==> src/rtl/assert_macros.svh <==
// Assertion macros used by the top-level RTL file.
`ifndef ASSERT_MACROS_SVH
`define ASSERT_MACROS_SVH
`ifndef ASSERT_OFF
// Same-cycle implication, checked at every rising edge out of reset.
`define ASSERT_IMP(lbl, clk, rst_n, ante, cons) \
    lbl: assert property (@(posedge clk) disable iff (!rst_n) (ante) |-> (cons)) \
        else $error("implication check failed");
// Next-cycle implication.
`define ASSERT_NXT(lbl, clk, rst_n, ante, cons) \
    lbl: assert property (@(posedge clk) disable iff (!rst_n) (ante) |=> (cons)) \
        else $error("next-cycle check failed");
`else
`define ASSERT_IMP(lbl, clk, rst_n, ante, cons)
`define ASSERT_NXT(lbl, clk, rst_n, ante, cons)
`endif
`endif

==> src/rtl/dremenc_pkg.sv <==
// Types and constants of the data rate exponent/mantissa encoder.
package dremenc_pkg;

    localparam int unsigned IN_W       = 32;
    localparam int unsigned BAUD_W     = 19;
    localparam int unsigned FX_W       = 25;
    localparam int unsigned EXP_W      = 4;
    localparam int unsigned EXP_CNT    = 16;
    localparam int unsigned MANT_W     = 8;
    localparam int unsigned ACH_W      = 21;

    localparam logic [IN_W-1:0]   BAUD_MIN      = 32'd600;
    localparam logic [IN_W-1:0]   BAUD_MAX      = 32'd500000;
    localparam logic [EXP_W-1:0]  EXP_MAX       = 4'd15;
    localparam logic [MANT_W-1:0] MANT_MAX      = 8'd255;
    localparam logic [FX_W-1:0]   CRYSTAL_RESET = 25'd26000000;

    // exponent search compares crystal * 2^k against baud * 2^20
    localparam int unsigned BAUD_SHIFT = 20;
    localparam int unsigned CMP_W      = FX_W + EXP_CNT - 1;

    // rounded quotient floor((baud*2^29 + d) / (2d)), d = crystal * 2^E
    localparam int unsigned NUM_SHIFT  = 29;
    localparam int unsigned Q_W        = MANT_W + 2;
    localparam int unsigned DIV_W      = FX_W + EXP_CNT;
    localparam int unsigned REM_W      = DIV_W + Q_W - 1;

    // achieved rate = ((256 + M) * crystal) << E >> 28
    localparam int unsigned PROD_W     = MANT_W + 1 + FX_W;
    localparam int unsigned SH_W       = PROD_W + EXP_CNT - 1;
    localparam int unsigned FRAC_SHIFT = 28;

    typedef struct packed {
        logic              valid;
        logic [EXP_W-1:0]  expo;
        logic [FX_W-1:0]   fx;
    } t_side;

    typedef struct packed {
        logic [REM_W-1:0]  rem;
        logic [DIV_W-1:0]  dvsr;
        logic [Q_W-1:0]    quo;
    } t_div;

endpackage

==> src/rtl/data_rate_exponent_mantissa_encoder_top.sv <==
// Top level of the data rate exponent/mantissa encoder.
// Encodes a requested symbol rate into exponent E and mantissa M of a rate
// (256+M) * 2^E * crystal / 2^28, and reports the rate E and M really give.
// A request is taken at every rising edge with start high; busy is always low,
// so one request per cycle goes in. Each result passes through Q_W + 6
// stages (input register, exponent search, divider setup, ten division cells,
// mantissa fix, multiply, output register) and appears on the result
// ports for one cycle with o_strobe high; the receiver cannot stall it, so
// take it then. The request is clamped to 600..500000 baud. The crystal value
// is sampled when a request is taken and travels with it; write the crystal
// register only while no request is in flight.
`include "assert_macros.svh"

module data_rate_exponent_mantissa_encoder_top import dremenc_pkg::*; (
    input  logic              i_clk,
    input  logic              i_rst_n,
    input  logic              i_cfg_we,
    input  logic [FX_W-1:0]   i_cfg_wdata,
    input  logic              start,
    output logic              busy,
    input  logic [IN_W-1:0]   i_requested_baud,
    output logic              o_strobe,
    output logic [EXP_W-1:0]  o_rate_exponent,
    output logic [MANT_W-1:0] o_rate_mantissa,
    output logic [ACH_W-1:0]  o_achieved_baud
);

    localparam int unsigned LATENCY = Q_W + 6;

    // crystal register
    logic [FX_W-1:0]   r_crystal_hz;

    // input stage
    logic [BAUD_W-1:0] n_in_baud;
    logic              r_in_valid;
    logic [BAUD_W-1:0] r_in_baud;
    logic [FX_W-1:0]   r_in_fx;

    // exponent search output
    t_side             w_exp_side;
    logic [BAUD_W-1:0] w_exp_baud;

    // divider setup
    logic [DIV_W-1:0]  w_d;
    t_div              n_prep_div;
    logic              r_prep_valid;
    t_side             r_prep_side;
    t_div              r_prep_div;

    // division chain
    t_side             w_side [0:Q_W];
    t_div              w_div  [0:Q_W];

    // mantissa fix
    logic [EXP_W-1:0]  n_fix_expo;
    logic [MANT_W-1:0] n_fix_mant;
    logic              r_fix_valid;
    logic [EXP_W-1:0]  r_fix_expo;
    logic [MANT_W-1:0] r_fix_mant;
    logic [FX_W-1:0]   r_fix_fx;

    // multiply
    logic              r_mul_valid;
    logic [EXP_W-1:0]  r_mul_expo;
    logic [MANT_W-1:0] r_mul_mant;
    logic [PROD_W-1:0] r_mul_prod;

    // output
    logic [SH_W-1:0]   w_scaled;
    logic              r_strobe;
    logic [EXP_W-1:0]  r_out_expo;
    logic [MANT_W-1:0] r_out_mant;
    logic [ACH_W-1:0]  r_out_ach;

    assign busy = 1'b0;

    always_ff @(posedge i_clk) begin
        if (!i_rst_n) begin
            r_crystal_hz <= CRYSTAL_RESET;
        end else if (i_cfg_we) begin
            r_crystal_hz <= i_cfg_wdata;
        end
    end

    // Clamp the request into the supported range before anything else.
    always_comb begin
        if (i_requested_baud < BAUD_MIN) begin
            n_in_baud = BAUD_W'(BAUD_MIN);
        end else if (i_requested_baud > BAUD_MAX) begin
            n_in_baud = BAUD_W'(BAUD_MAX);
        end else begin
            n_in_baud = i_requested_baud[BAUD_W-1:0];
        end
    end

    // Reset clears the valid bit of every stage; besides these, only the crystal register is reset.
    always_ff @(posedge i_clk) begin
        if (!i_rst_n) begin
            r_in_valid   <= 1'b0;
            r_prep_valid <= 1'b0;
            r_fix_valid  <= 1'b0;
            r_mul_valid  <= 1'b0;
            r_strobe     <= 1'b0;
        end else begin
            r_in_valid   <= start && !busy;
            r_prep_valid <= w_exp_side.valid;
            r_fix_valid  <= w_side[Q_W].valid;
            r_mul_valid  <= r_fix_valid;
            r_strobe     <= r_mul_valid;
        end
    end

    // Capture the clamped request with the crystal value it is encoded for.
    always_ff @(posedge i_clk) begin
        r_in_baud <= n_in_baud;
        r_in_fx   <= r_crystal_hz;
    end

    dremenc_exp_search u_exp_search (
        .i_clk   (i_clk),
        .i_rst_n (i_rst_n),
        .i_valid (r_in_valid),
        .i_baud  (r_in_baud),
        .i_fx    (r_in_fx),
        .o_side  (w_exp_side),
        .o_baud  (w_exp_baud)
    );

    // Form numerator baud*2^29 + d and divisor 2d for round-half-up.
    assign w_d = DIV_W'(w_exp_side.fx) << w_exp_side.expo;

    always_comb begin
        n_prep_div.rem  = (REM_W'(w_exp_baud) << NUM_SHIFT) + REM_W'(w_d);
        n_prep_div.dvsr = w_d << 1;
        n_prep_div.quo  = '0;
    end

    always_ff @(posedge i_clk) begin
        r_prep_side <= w_exp_side;
        r_prep_div  <= n_prep_div;
    end

    always_comb begin
        w_side[0]       = r_prep_side;
        w_side[0].valid = r_prep_valid;
    end

    assign w_div[0] = r_prep_div;

    // Row of division cells, most significant quotient bit first. The top
    // bit only flags a quotient past 511; the bits below it are then unused.
    for (genvar gi = 0; gi < Q_W; gi++) begin : g_div
        dremenc_div_cell #(
            .SHIFT (Q_W - 1 - gi)
        ) u_div_stage (
            .i_clk   (i_clk),
            .i_rst_n (i_rst_n),
            .i_side  (w_side[gi]),
            .i_div   (w_div[gi]),
            .o_side  (w_side[gi+1]),
            .o_div   (w_div[gi+1])
        );
    end

    // Turn the rounded quotient into E and M: carry into E on overflow,
    // saturate M at the top exponent, clamp a quotient below 256 to zero.
    always_comb begin
        n_fix_expo = w_side[Q_W].expo;
        n_fix_mant = w_div[Q_W].quo[MANT_W-1:0];
        if (w_div[Q_W].quo[Q_W-1]) begin
            if (w_side[Q_W].expo != EXP_MAX) begin
                n_fix_expo = w_side[Q_W].expo + EXP_W'(1);
                n_fix_mant = '0;
            end else begin
                n_fix_mant = MANT_MAX;
            end
        end else if (!w_div[Q_W].quo[MANT_W]) begin
            n_fix_mant = '0;
        end
    end

    always_ff @(posedge i_clk) begin
        r_fix_expo <= n_fix_expo;
        r_fix_mant <= n_fix_mant;
        r_fix_fx   <= w_side[Q_W].fx;
    end

    // (256 + M) * crystal
    always_ff @(posedge i_clk) begin
        r_mul_prod <= PROD_W'({1'b1, r_fix_mant}) * PROD_W'(r_fix_fx);
        r_mul_expo <= r_fix_expo;
        r_mul_mant <= r_fix_mant;
    end

    // Scale by 2^E, drop 28 fraction bits, keep 21 bits.
    assign w_scaled = SH_W'(r_mul_prod) << r_mul_expo;

    always_ff @(posedge i_clk) begin
        r_out_expo <= r_mul_expo;
        r_out_mant <= r_mul_mant;
        r_out_ach  <= w_scaled[FRAC_SHIFT +: ACH_W];
    end

    assign o_strobe        = r_strobe;
    assign o_rate_exponent = r_out_expo;
    assign o_rate_mantissa = r_out_mant;
    assign o_achieved_baud = r_out_ach;

    // A result only leaves for a request that was taken with start high.
    `ASSERT_IMP(a_latency, i_clk, i_rst_n, o_strobe, $past(start, LATENCY))
    // E is maximal, so a quotient that does not overflow is at least 256.
    `ASSERT_IMP(a_quo_floor, i_clk, i_rst_n, w_side[Q_W].valid && !w_div[Q_W].quo[Q_W-1], w_div[Q_W].quo[MANT_W])
    // Below the top exponent the achieved rate cannot truncate to zero.
    `ASSERT_NXT(a_ach_nonzero, i_clk, i_rst_n, r_mul_valid && r_mul_expo != EXP_MAX, o_achieved_baud != '0)

endmodule

==> src/rtl/dremenc_exp_search.sv <==
// Exponent search stage: largest E with crystal * 2^E <= baud * 2^20.
module dremenc_exp_search import dremenc_pkg::*; (
    input  logic              i_clk,
    input  logic              i_rst_n,
    input  logic              i_valid,
    input  logic [BAUD_W-1:0] i_baud,
    input  logic [FX_W-1:0]   i_fx,
    output t_side             o_side,
    output logic [BAUD_W-1:0] o_baud
);

    logic [EXP_W-1:0]  n_expo;
    logic [CMP_W-1:0]  w_limit;
    logic              r_valid;
    logic [EXP_W-1:0]  r_expo;
    logic [FX_W-1:0]   r_fx;
    logic [BAUD_W-1:0] r_baud;

    assign w_limit = CMP_W'(i_baud) << BAUD_SHIFT;

    // independent compares, highest passing exponent wins
    always_comb begin
        n_expo = '0;
        for (int k = 0; k < EXP_CNT; k++) begin
            if ((CMP_W'(i_fx) << k) <= w_limit) begin
                n_expo = EXP_W'(k);
            end
        end
    end

    always_ff @(posedge i_clk) begin
        if (!i_rst_n) begin
            r_valid <= 1'b0;
        end else begin
            r_valid <= i_valid;
        end
    end

    always_ff @(posedge i_clk) begin
        r_expo <= n_expo;
        r_fx   <= i_fx;
        r_baud <= i_baud;
    end

    assign o_side = '{valid: r_valid, expo: r_expo, fx: r_fx};
    assign o_baud = r_baud;

endmodule

==> src/rtl/dremenc_div_cell.sv <==
// One restoring-division cell: resolves one quotient bit and hands on.
module dremenc_div_cell import dremenc_pkg::*; #(
    parameter int unsigned SHIFT = 0
) (
    input  logic  i_clk,
    input  logic  i_rst_n,
    input  t_side i_side,
    input  t_div  i_div,
    output t_side o_side,
    output t_div  o_div
);

    logic [REM_W-1:0] w_trial;
    logic             w_ge;
    t_div             n_div;
    logic             r_valid;
    t_side            r_side;
    t_div             r_div;

    assign w_trial = REM_W'(i_div.dvsr) << SHIFT;
    assign w_ge    = i_div.rem >= w_trial;

    always_comb begin
        n_div = i_div;
        if (w_ge) begin
            n_div.rem = i_div.rem - w_trial;
        end
        n_div.quo[SHIFT] = w_ge;
    end

    always_ff @(posedge i_clk) begin
        if (!i_rst_n) begin
            r_valid <= 1'b0;
        end else begin
            r_valid <= i_side.valid;
        end
    end

    always_ff @(posedge i_clk) begin
        r_side <= i_side;
        r_div  <= n_div;
    end

    always_comb begin
        o_side       = r_side;
        o_side.valid = r_valid;
    end

    assign o_div = r_div;

endmodule
==> config.mk <==
export PLATFORM = sky130hd
export DESIGN_NAME = data_rate_exponent_mantissa_encoder_top
export DESIGN_NICKNAME = d
export VERILOG_FILES = /design/src/rtl/dremenc_pkg.sv /design/src/rtl/data_rate_exponent_mantissa_encoder_top.sv /design/src/rtl/dremenc_exp_search.sv /design/src/rtl/dremenc_div_cell.sv
export VERILOG_INCLUDE_DIRS = /design/src /design/src/rtl
export SDC_FILE = /design/constraint.sdc
export NUM_CORES = 2
export LEC_CHECK = 0
export BUFFER_PORTS_ARGS = -buffer_cell sky130_fd_sc_hd__buf_2
export CELL_PAD_IN_SITES_DETAIL_PLACEMENT = 0
export CELL_PAD_IN_SITES_GLOBAL_PLACEMENT = 1
export CORE_MARGIN = 2
export CORE_UTILIZATION = 50
export CTS_CLUSTER_SIZE = 28
export DETAILED_ROUTE_END_ITERATION = 12
export GPL_ROUTABILITY_DRIVEN = 0
export PLACE_DENSITY = 0.86
export SLEW_MARGIN = 20
export SYNTH_ARGS = -nofsm -noshare
export SYNTH_HDL_FRONTEND = slang
export SYNTH_SLANG_ARGS = --single-unit
==> constraint.sdc <==
create_clock -name i_clk -period 7.19 [get_ports i_clk]
set_clock_uncertainty 0.15 [all_clocks]
set_input_delay 1.438 -clock i_clk [delete_from_list [all_inputs] [get_ports i_clk]]
set_output_delay 1.438 -clock i_clk [all_outputs]
set_load 0.05 [all_outputs]
# --- Word level (Yosys, flattened, before mapping) ---
# Index checks and enable logic that the tools add are counted.
totals:
  regBits: 1522
  in_bits: 61
  wordCells: 162
op_classes:
  addsub: 11
  mul: 1
  n_lt_le_gt_ge: 27
  n_eq_ne: 1
  shift: 2
  muxes: 29
  n_reduce_logical: 4
op_table:
  columns: ["operator", "n"]
  rows:
  - ["50-bit 2-to-1 mux", 9]
  - ["49-bit by 50-bit greater-or-equal comparator with 1-bit output", 1]
  - ["50-bit by 41-bit greater-or-equal comparator with 1-bit output", 1]
  - ["50-bit by 42-bit greater-or-equal comparator with 1-bit output", 1]
  - ["50-bit by 43-bit greater-or-equal comparator with 1-bit output", 1]
  - ["50-bit by 44-bit greater-or-equal comparator with 1-bit output", 1]
  - ["50-bit by 45-bit greater-or-equal comparator with 1-bit output", 1]
  - ["50-bit by 46-bit greater-or-equal comparator with 1-bit output", 1]
  - ["50-bit by 47-bit greater-or-equal comparator with 1-bit output", 1]
  - ["50-bit by 48-bit greater-or-equal comparator with 1-bit output", 1]
  - ["50-bit by 49-bit greater-or-equal comparator with 1-bit output", 1]
  - ["49-bit by 50-bit subtractor with 50-bit output", 1]
  - ["50-bit by 42-bit subtractor with 50-bit output", 1]
  - ["50-bit by 43-bit subtractor with 50-bit output", 1]
  - ["50-bit by 44-bit subtractor with 50-bit output", 1]
  - ["50-bit by 45-bit subtractor with 50-bit output", 1]
  - ["50-bit by 46-bit subtractor with 50-bit output", 1]
  - ["50-bit by 47-bit subtractor with 50-bit output", 1]
  - ["50-bit by 48-bit subtractor with 50-bit output", 1]
  - ["50-bit by 49-bit subtractor with 50-bit output", 1]
  - ["48-bit by 41-bit adder with 49-bit output", 1]
  - ["34-bit by 4-bit left shift with 49-bit output", 1]
  - ["25-bit by 4-bit left shift with 41-bit output", 1]
  - ["40-bit by 39-bit <= comparator with 1-bit output", 1]
  - ["other kinds (28)", 43]

# --- Longest topological paths before layout ---
logic_depth:
  word_depth: 15
  depth_mapped: 21
  ltp_nobuf: 19

# --- Cells and area by module ---
# From an unflattened synthesis, not the netlist that was laid out.
hier_totals:
  cells_unflattened: 8482
  area_unflattened_um2: 79258.5
modules_own_cells:
  columns: ["module", "instances", "cells_per_inst", "area_per_inst_um2", "seq_area_each_um2"]
  rows:
  - ["data_rate_exponent_mantissa_encoder_top", 1, 1523, 15197.1, 5325.1]
  - ["dremenc_div_cell at g_div[4].u_div_stage", 1, 663, 6122.1, 2622.5]
  - ["dremenc_div_cell at g_div[9].u_div_stage", 1, 678, 6000.8, 2622.5]
  - ["dremenc_div_cell at g_div[5].u_div_stage", 1, 670, 5982.0, 2622.5]
  - ["dremenc_div_cell at g_div[0].u_div_stage", 1, 622, 5896.9, 2622.5]
  - ["dremenc_div_cell at g_div[6].u_div_stage", 1, 602, 5819.3, 2622.5]
  - ["dremenc_div_cell at g_div[2].u_div_stage", 1, 619, 5810.6, 2622.5]
  - ["dremenc_exp_search", 1, 646, 5783.0, 980.9]
  - ["dremenc_div_cell at g_div[8].u_div_stage", 1, 625, 5751.8, 2622.5]
  - ["dremenc_div_cell at g_div[7].u_div_stage", 1, 634, 5720.5, 2622.5]
  - ["dremenc_div_cell at g_div[3].u_div_stage", 1, 625, 5674.2, 2622.5]
  - ["dremenc_div_cell at g_div[1].u_div_stage", 1, 575, 5500.3, 2622.5]

# --- Worst setup path before layout ---
# Ideal clock, no wire load.
synth_timing:
  path_kind: "register -> register"
  start: "reg r_fix_mant[2]"
  end: "reg r_mul_prod[33]"
  setup_time_ps: 120
  t_arrival_ps: 4972
  slack_ps: 1947
  path_stages_with_launch: 22
  period_less_slack_ps: 5243
  cell_sequence: "dfxtp_1 > clkbuf_1 > clkbuf_1 > nand2_1 > fa_1 > inv_1 > fa_1 > inv_1 > fa_1 > inv_1 > fa_1 > ha_1 > o21ai_0 > a21oi_1 > a22o_1 > o221ai_1 > a21oi_1 > a21oi_1 > o311ai_1 > a31o_2 > a21oi_1 > xnor2_1"
synth_via:
  elab_chain_cells: 1
synth_rtl:
  columns: ["item", "line_no", "rtl"]
  rows:
  - ["start, declared", "data_rate_exponent_mantissa_encoder_top.sv:59", "logic [MANT_W-1:0] r_fix_mant;"]
  - ["start signal, assigned", "data_rate_exponent_mantissa_encoder_top.sv:184", "r_fix_mant <= n_fix_mant;"]
  - ["9-bit by 25-bit multiplier with 34-bit output", "data_rate_exponent_mantissa_encoder_top.sv:190", "r_mul_prod <= PROD_W'({1'b1, r_fix_mant}) * PROD_W'(r_fix_fx);"]
  - ["end signal, assigned", "data_rate_exponent_mantissa_encoder_top.sv:190", null]
  - ["end, declared", "data_rate_exponent_mantissa_encoder_top.sv:66", "logic [PROD_W-1:0] r_mul_prod;"]
# No other way between the ends.
# A chain may end at the register's enable or synchronous reset.

# --- Final worst setup path ---
layout_timing:
  start: "reg r_fix_mant[6]"
  end: "reg r_mul_prod[33]"
# The elaborated chain is that of the path after synthesis.

==> results.ini <==
[die]
dieArea_um2=141400
core_um2=137500
pin_count=96
initial_core_util_pct=50.34
die_height_um=376.1
fp-row-count=136
chipWidth_um=376.1

[critical_path]
critPathLaunchType=flop
cpMaxStageDelayCell=dfxtp_1
cp_cell_sequence=nand2_1 > fa_1 > inv_1 > fa_1 > fa_1 > fa_1 > ha_1 > o2111ai_1 > a21oi_1 > a22o_1 > o221ai_1 > a21oi_1 > a21oi_1 > o311ai_1 > a31o_2 > a21oi_1 > xnor2_1
max_stage_delay_ps=1020
crit_buf_inv=1
worstPathMaxFanout=26
path_class=reg2reg
cp.arrival_ps=6550
crit_family=adder cells
critPathCaptureType=flop
required_ps=7680

[layout]
syn2layout_area_growth_pct=10.58
antenna_cells=0
layout_common_cells=dfxtp_1 (1425), inv_1 (745), ha_1 (654)
layout.nets=8350
fin_util_pct=55.67
final_common_cell=dfxtp_1
drive_gt1_share_pct=6.261
n_fill_cell=11960

[logic_synthesis]
synthesis.area_um2=69220
yosysWarnings=0
synth_edf_count=0
avgSynthCellArea_um2=9.332
ys_seq_elements=1426
syn_nets=8303
synthArstFlopShare_pct=0
ys_seq_area_share_pct=41.24
ys.flop_type=dfxtp_1
synthCells=7417
synth_cell_type_count=111

[pwr]
power_uw=39190
powerDensity_nw_per_um2=512.0
power_leakage_uw=0.03434
vdd_ir_drop_max_mv=0.5083

[cts]
clk_pin_slew_ps=60
ctsResizeCount=0
h-tree-depth=4
numCtsBuffers=142
clock_latency_ps=800
cts_tree=built
root_buffer=clkbuf_16
cts_hold_buf=0
cts.sinks=1426
cts_buffer_depth=3
postCtsSetupRepairBufs=0

[placed_design]
hpwl_um=121900
io_buffers=94

[hold_path]
hp-class=reg2reg

[sta]
min_period_ps=6057
timing.hold.ws_ps=168.4
tns_ps=0
setup_viol=0
rsz0062_at_grt=no
slew_headroom_pct=26.55
finalCritPeriodShare_pct=84.24
maxSlewViolCount=0
tightest_slew_ps=1100
hold_violations=0
fmax_ghz=0.1651

[routing]
final_antenna_net_count=0
initialDrtViolationCount=3207
drc=0
wirelength_um=158900
dr_total_vias=50950
wl_per_cell_um=16.97
drt-vias-per-instance=5.440
dr.pass1.iters=5

[grt]
grt_antenna_before_repair=0
grt_pass1_vias=50650
grt.total_usage_pct=22.35
grt_pass1_wl_um=258700
grt_overflow=0
grt_max_degree=79

[flow_run]
cap_violations=0

[outcome]
status=finished, final reports clean

## report_power, final
part	switching (uW)	internal, uW
clock	3170	4690
sequential	1230	9900
combinational	11500	8730
## layer usage
| metal | vias up | part of all wire (%) | wire length, um | global-route usage (%) |
|---|---|---|---|---|
| met5 | - | 0 | 0 | 0 |
| met2 | 1338 | 48 | 75590 | 38.86 |
| met4 | 0 | 3.6 | 5719 | 8.528 |
| li1 | 25580 | - | - | - |
| met1 | 23690 | 44 | 70100 | 27.72 |
| met3 | 339 | 4.7 | 7530 | 3.610 |
## flip-flops by register name (all words and copies together) (netlist names), 4 cells and up
| name | count |
|---|---|
| g_div.u_div_stage.o_div | 811 |
| g_div.u_div_stage.o_side | 290 |
| r_prep_div | 60 |
| r_prep_side | 29 |
| r_crystal_hz | 25 |
| r_fix_fx | 25 |
| r_in_fx | 25 |
| u_exp_search.r_fx | 25 |
| o_achieved_baud | 21 |
| r_mul_prod | 21 |
| r_in_baud | 19 |
| u_exp_search.o_baud | 19 |
| g_div.u_div_stage.r_valid | 10 |
| o_rate_mantissa | 8 |
| r_fix_mant | 8 |
| r_mul_mant | 8 |
| o_rate_exponent | 4 |
| r_fix_expo | 4 |
| r_mul_expo | 4 |
| u_exp_search.r_expo | 4 |
## area by class of cell
type | instances | area (um2) | area share [%]
Timing Repair Buffer | 122 | 693.2 | 0.9056
Tap cell | 1794 | 2245 | 2.932
Clock buffer | 191 | 4058 | 5.301
Sequential cell | 1426 | 28550 | 37.30
Clock inverter | 60 | 1136 | 1.484
Multi-Input combinational cell | 5016 | 37030 | 48.37
Inverter | 756 | 2839 | 3.709
## worst paths after layout
kind / cells after the start / from / end / slack (ps)
max: 17 / r_fix_mant[6] / r_mul_prod[33] / 1130
min: 0 / g_div[1].u_div_stage.o_side[19] / g_div[2].u_div_stage.o_side[19] / 170
max reg2reg: 17 / r_fix_mant[6] / r_mul_prod[33] / 1130
min reg2reg: 0 / g_div[1].u_div_stage.o_side[19] / g_div[2].u_div_stage.o_side[19] / 170
## synth_stat cells, types with 33 or more instances
master,number,share of area (%)
o21ai_0,301,2.2
o21a_1,73,0.79
a211oi_1,48,0.52
nand4_1,114,1.0
a21oi_1,555,4.0
mux2_2,33,0.54
o31ai_1,50,0.54
nand3_1,120,0.87
o21bai_1,58,0.63
and3_1,49,0.44
clkbuf_1,161,0.87
a31oi_1,42,0.38
a21o_1,264,2.9
o21ai_1,135,0.98
nor2b_1,109,0.99
mux2i_1,97,1.4
and2_1,137,1.2
nand2b_1,78,0.70
xor2_1,141,1.8
nor3_1,93,0.67
nand2_1,626,3.4
buf_2,39,0.28
nor2_1,405,2.2
ha_1,654,12
xnor2_1,219,2.8
dfxtp_1,1426,41
fa_1,171,4.9
inv_1,745,4.0
nor4_1,41,0.37
## kinds of logic (layout without fill, tap and decap cells)
| logic type | Yosys count | in the layout | share of synthesized area [%] |
|---|---|---|---|
| simple gates | 1900 | 1900 | 13.38 |
| compound gates | 1760 | 1760 | 15.93 |
| flops | 1426 | 1426 | 41.24 |
| buf+inv | 975 | 1129 | 5.365 |
| fa+ha+maj | 825 | 825 | 16.77 |
| xor+xnor | 360 | 360 | 4.555 |
| mux | 170 | 170 | 2.753 |
| other cells | 1 | 1 | 0.005418 |
## metrics by stage
| step | worst slack (ps) | std cells | instance area, um2 |
|---|---|---|---|
| after CTS | 1166 | 9365 | 76540 |
| after global routing | 761.7 | 9365 | 76540 |
| after detailed placement | 1202 | 9114 | 71350 |
| after global placement | 1287 | 9114 | 71350 |
| after floorplan | 1947 | 7417 | 69220 |
| final | 1133 | 9365 | 76540 |
Power figures use the tool's default switching activity.
